### src/hw/rtl/csl_pkg.sv
// Shared types and constants of the compressed image sector locator.
package csl_pkg;

   localparam int INDEX_DEPTH_DEF = 4096;
   localparam int MAX_BURST_DEF   = 64;
   localparam int SECTOR_SHIFT    = 11;
   localparam int CSR_IDX_W       = 3;
   localparam int CSR_DATA_W      = 32;
   localparam int MAX_SPB         = 32;

   localparam logic REQ_WRITE = 1'b0;
   localparam logic REQ_READ  = 1'b1;

   localparam logic [CSR_IDX_W-1:0] CSR_ZSO_MODE      = 3'd0;
   localparam logic [CSR_IDX_W-1:0] CSR_TOTAL_SECTORS = 3'd1;
   localparam logic [CSR_IDX_W-1:0] CSR_SECTORS_PER_B = 3'd2;
   localparam logic [CSR_IDX_W-1:0] CSR_BLOCK_COUNT   = 3'd3;
   localparam logic [CSR_IDX_W-1:0] CSR_ALIGN_SHIFT   = 3'd4;
   localparam logic [CSR_IDX_W-1:0] CSR_FILE_SIZE     = 3'd5;

   typedef enum logic [3:0] {
      S_IDLE, S_DECIDE, S_DIV, S_CHECK, S_RD, S_SHIFT, S_EVAL, S_CLAMP, S_EMIT
   } csl_state_type;

   typedef enum logic [2:0] {
      RES_RANGE, RES_ISO, RES_HIT, RES_BEYOND, RES_CORRUPT, RES_LOAD
   } csl_res_type;

   typedef enum logic [1:0] {
      STAT_OK = 2'd0, STAT_RANGE = 2'd1, STAT_BEYOND = 2'd2, STAT_CORRUPT = 2'd3
   } csl_status_type;

   typedef struct packed {
      logic        write;
      logic        take;
      logic        div_start;
      logic        div_step;
      logic        rd_lo;
      logic        rd_hi;
      logic        shift;
      logic        eval;
      logic        out_load;
      csl_res_type kind;
      logic        sec_next;
   } csl_cmd_type;

   typedef struct packed {
      logic range_bad;
      logic zso;
      logic div_done;
      logic hit;
      logic beyond;
      logic corrupt;
      logic last;
   } csl_stat_type;

endpackage

### src/hw/rtl/csl_ctrl.sv
// Controller state machine of the sector locator.
module csl_ctrl import csl_pkg::*; (
   input  logic         clock,
   input  logic         reset,
   input  logic         req_valid,
   input  logic         req_type,
   output logic         req_stall,
   output logic         rsp_valid,
   input  logic         rsp_stall,
   output csl_cmd_type  cmd,
   input  csl_stat_type stat
);

   csl_state_type state_ff, state_in;
   logic          finish_ff, finish_in;

   always_ff @(posedge clock) begin
      if (reset) begin
         state_ff  <= S_IDLE;
         finish_ff <= 1'b0;
      end else begin
         state_ff  <= state_in;
         finish_ff <= finish_in;
      end
   end

   always_comb begin
      state_in = state_ff;
      case (state_ff)
         S_IDLE: begin
            if (req_valid && req_type == REQ_READ) state_in = S_DECIDE;
         end
         S_DECIDE: begin
            if (stat.range_bad || !stat.zso) state_in = S_EMIT;
            else                             state_in = S_DIV;
         end
         S_DIV: begin
            if (stat.div_done) state_in = S_CHECK;
         end
         S_CHECK: begin
            if (stat.hit || stat.beyond) state_in = S_EMIT;
            else                         state_in = S_RD;
         end
         S_RD:    state_in = S_SHIFT;
         S_SHIFT: state_in = S_EVAL;
         S_EVAL:  state_in = S_CLAMP;
         S_CLAMP: state_in = S_EMIT;
         S_EMIT: begin
            if (!rsp_stall) state_in = finish_ff ? S_IDLE : S_CHECK;
         end
         default: state_in = S_IDLE;
      endcase
   end

   always_comb begin
      cmd       = '0;
      cmd.kind  = RES_RANGE;
      finish_in = finish_ff;
      case (state_ff)
         S_IDLE: begin
            if (req_valid) begin
               if (req_type == REQ_READ) cmd.take  = 1'b1;
               else                      cmd.write = 1'b1;
            end
         end
         S_DECIDE: begin
            if (stat.range_bad) begin
               cmd.out_load = 1'b1;
               cmd.kind     = RES_RANGE;
               finish_in    = 1'b1;
            end else if (!stat.zso) begin
               cmd.out_load = 1'b1;
               cmd.kind     = RES_ISO;
               finish_in    = 1'b1;
            end else begin
               cmd.div_start = 1'b1;
            end
         end
         S_DIV: begin
            if (!stat.div_done) cmd.div_step = 1'b1;
         end
         S_CHECK: begin
            if (stat.hit) begin
               cmd.out_load = 1'b1;
               cmd.kind     = RES_HIT;
               finish_in    = stat.last;
            end else if (stat.beyond) begin
               cmd.out_load = 1'b1;
               cmd.kind     = RES_BEYOND;
               finish_in    = 1'b1;
            end else begin
               cmd.rd_lo = 1'b1;
            end
         end
         S_RD:    cmd.rd_hi = 1'b1;
         S_SHIFT: cmd.shift = 1'b1;
         S_EVAL:  cmd.eval  = 1'b1;
         S_CLAMP: begin
            cmd.out_load = 1'b1;
            if (stat.corrupt) begin
               cmd.kind  = RES_CORRUPT;
               finish_in = 1'b1;
            end else begin
               cmd.kind  = RES_LOAD;
               finish_in = stat.last;
            end
         end
         S_EMIT: begin
            // advance to the next sector once this item is taken
            if (!rsp_stall && !finish_ff) cmd.sec_next = 1'b1;
         end
         default: ;
      endcase
   end

   assign req_stall = (state_ff != S_IDLE);
   assign rsp_valid = (state_ff == S_EMIT);

endmodule

### config.mk
export PLATFORM = sky130hd
export DESIGN_NAME = csl_ctrl
export DESIGN_NICKNAME = d
export VERILOG_FILES = /design/src/hw/rtl/csl_pkg.sv /design/src/hw/rtl/csl_ctrl.sv
export SDC_FILE = /design/constraint.sdc
export NUM_CORES = 1
export LEC_CHECK = 0
export BUFFER_PORTS_ARGS = -buffer_cell sky130_fd_sc_hd__clkbuf_2
export CAP_MARGIN = 20
export CORE_AREA = 2 2 39 41
export CTS_CLUSTER_SIZE = 24
export DETAILED_ROUTE_END_ITERATION = 10
export DIE_AREA = 0 0 41 43
export HOLD_SLACK_MARGIN = 0.15
export PLACE_DENSITY = 0.67
export SLEW_MARGIN = 10
export SYNTH_ARGS = -nofsm -noshare
export SYNTH_HDL_FRONTEND = slang
export SYNTH_SLANG_ARGS = --single-unit
export TNS_END_PERCENT = 1
### constraint.sdc
create_clock -name clock -period 1.8 [get_ports clock]
set_clock_uncertainty 0.05 [all_clocks]
set_input_delay 0.27 -clock clock [delete_from_list [all_inputs] [get_ports clock]]
set_output_delay 0.27 -clock clock [all_outputs]
set_load 0.02 [all_outputs]
==> impl_results.md <==
- H-tree levels: 1
- Port Buffer Count: 26
- Internal power: 0.000302 W
- Die X: 41 microns
- Mapped Area: 489 sq um
- Seq cells post-synth: 5
- R2R Path End: state_ff[0]
- RSZ-0062 raised after global routing: true
- Vias: 619
- Finished Cell Area: 731 sq um
- Crit-path max FO: 7
- Worst-case vdd ir drop: 0.000305 V
- Number of antenna violations at the first check in global routing: 0
- Minimum clock period: 1800 ps
- Sequential-to-total area share from yosys stat: 20.5%
- Netlist cell types: 26
- Number of vias per cell: 5.34
- Filler cells: 145
- Tot GR Track Use: 17.5%
- First-pass GRT wire length: 2.04 mm
- Pwr dens: 663 mW/mm^2
- FFs w/ async S/R, synth: 0%
- Clock slew at reported path FFs: 50 ps
- DRC: 0
- Post-DP HPWL: 1.02 mm
- Worst-Margin Slew: 323 ps
- FF-to-FF path depth: 5
- P_leak: 0.350 nW
- Setup Viol. Count Final: 0
- F_max: 0.556 GHz
- HP Class: in2reg
- Post-Syn Nets: 78
- CTS Buffer Depth: 2
- Hold buffers post-CTS: 0
- Die footprint: 0.00176 sq mm
- Total CTS buffers: 3
- DR WL/cell: 12.8 microns
- Final net count: 113
- Most frequent cells in the layout: 23 x clkbuf_2, 10 x nor2_1, 10 x buf_4
- Sw Ratio: 37.7%
- Hold path cells: 2
- Congestion Overflow GR: 0
- Top FF cell, synth: dfxtp_1
- EDFF count, synth: 0
- Final Max Tran Viols: 0
- Die height: 43 microns
- Mapped Cells: 66
- Row Count: 14
- Critical path data arrival time: 1480 ps
- Antenna diodes: 0
- RD Place Congestion: 0.750
- Worst rel slew slack: 78.2%
- Total number of yosys warnings: 0
- Final Hold Viols: 0
- Worst Min Path Start: reset
- Pre-CTS WS: 165 ps
- Crit Path Class: reg2out
- Tcrit/Tclk final: 99.9%
- Clock Power Share: 27.9%
- Vias in the first global route: 505
- DRT Pass-1 Iters: 5
- Area delta synth->final: 49.4%
- Hold path endpoint: finish_ff
- Routed Antenna Nets: 0
- I/O pin total: 27
- Area of the core: 0.00138 sq mm
- Starting DRT DRC Count: 6
- Starting density of the core: 35.4%
- Crit start category: flip-flop
- R2r setup slk: 420 ps
- Final setup margin: 1.55 ps
- Total negative slack: 0 ps
- Commonest non-fill, non-tap cell in the layout: clkbuf_2
- Max_cap viols: 0
- Share of layout cells above drive strength 1: 55.0%
- WHS: 208 ps
- Root buffer cell: clkbuf_4
- Largest net degree at the start of global routing: 14
- Post-Route WL: 1.49 mm
- Critical path required time: 1480 ps
- CTS tree: done
- NetSw: 0.000183 W
- Clk sink count: 5
- Worst-Skew Late Latency: 250 ps
- Comb pwr share: 43.3%
- Seq pwr share: 28.8%
- Crit. End Element: primary output
- Syn avg cell area: 7.41 sq um
- Worst r2r src: state_ff[1]
- Status: complete, no violations
- Placement-stage cell area: 623 sq um
==> cells in the mapped netlist (2+ instances only) <==
library cell,count,area share [%]
nor3b_1,2,3.1
nor4_1,3,3.8
a21oi_1,3,3.1
nor2_1,10,7.7
buf_6,3,6.9
nand2_1,7,5.4
o22ai_1,2,2.6
nor3_4,2,6.6
dfxtp_1,5,20
nor3_1,6,6.1
nand2b_1,3,3.8
inv_1,6,4.6
==> layout make-up <==
type,count,area [sq um],share of cell area [%]
Multi-Input combinational cell,51,353,48.3
Tap cell,16,20.0,2.74
Timing Repair Buffer,34,201,27.6
Clock buffer,4,26.3,3.60
Sequential cell,5,108,14.7
Inverter,6,22.5,3.08
==> worst max-delay path, cell delays in order, from the launching register on <==
cell	delay (ps)
dfxtp_4	360
or2_4	280
nor3_4	260
and3_4	230
buf_6	110
==> worst max path at each step <==
stage | slack [ps] | cells past startpoint | endpoint | from
2_1_floorplan | 110 | 5 | cmd[1] | state_ff[1]
3_3_place_gp | 170 | 5 | cmd[1] | state_ff[2]
3_5_place_dp | 160 | 4 | cmd[11] | state_ff[2]
4_1_cts | -10 | 5 | cmd[1] | state_ff[1]
5_1_grt | -40 | 5 | cmd[12] | state_ff[2]
6_report | 2 | 4 | cmd[11] | state_ff[2]
==> stage by stage <==
step,util [%],power (W),instances
global route,52.8,0.000509,116
detailed placement,45.0,0.000322,107
floorplan,-,0.000273,66
finish,52.8,0.000484,116
CTS,47.9,0.000456,111
global placement,45.0,0.000320,107
==> state kept, by name, summed over array words and instances (netlist names) <==
name and flops:
state_ff 4, finish_ff 1
==> power by group through the flow <==
stage                     Clock, W  Combinational (W)  Sequential [W]
after floorplan                  0           0.000144        0.000129
after global placement           0           0.000181        0.000139
after detailed placement         0           0.000182        0.000139
after CTS                 0.000134           0.000185        0.000137
after global routing      0.000142           0.000226        0.000141
final                     0.000135           0.000210        0.000140
==> cell families after synthesis <==
family,count (synthesis),synth area share [%]
muxes,1,2.05
AOI/OAI and AO/OA,11,18.9
DFF,5,20.5
buffers and inverters,10,12.5
and+or+nand+nor,39,46.0
==> timing repair <==
action | in CTS | in global routing
pin swaps | 1 | 5
endpoints found under the setup margin | 4 | 6
gates resized for setup | 5 | 15
buffers inserted | 0 | 5
==> metal layers <==
layer	global-route usage, %	part of all wire, %
met2	25.9	49
met1	20.4	42
met5	0	0
met3	3.66	8.0
met4	14.0	1.2
Power figures use the tool's default switching activity.
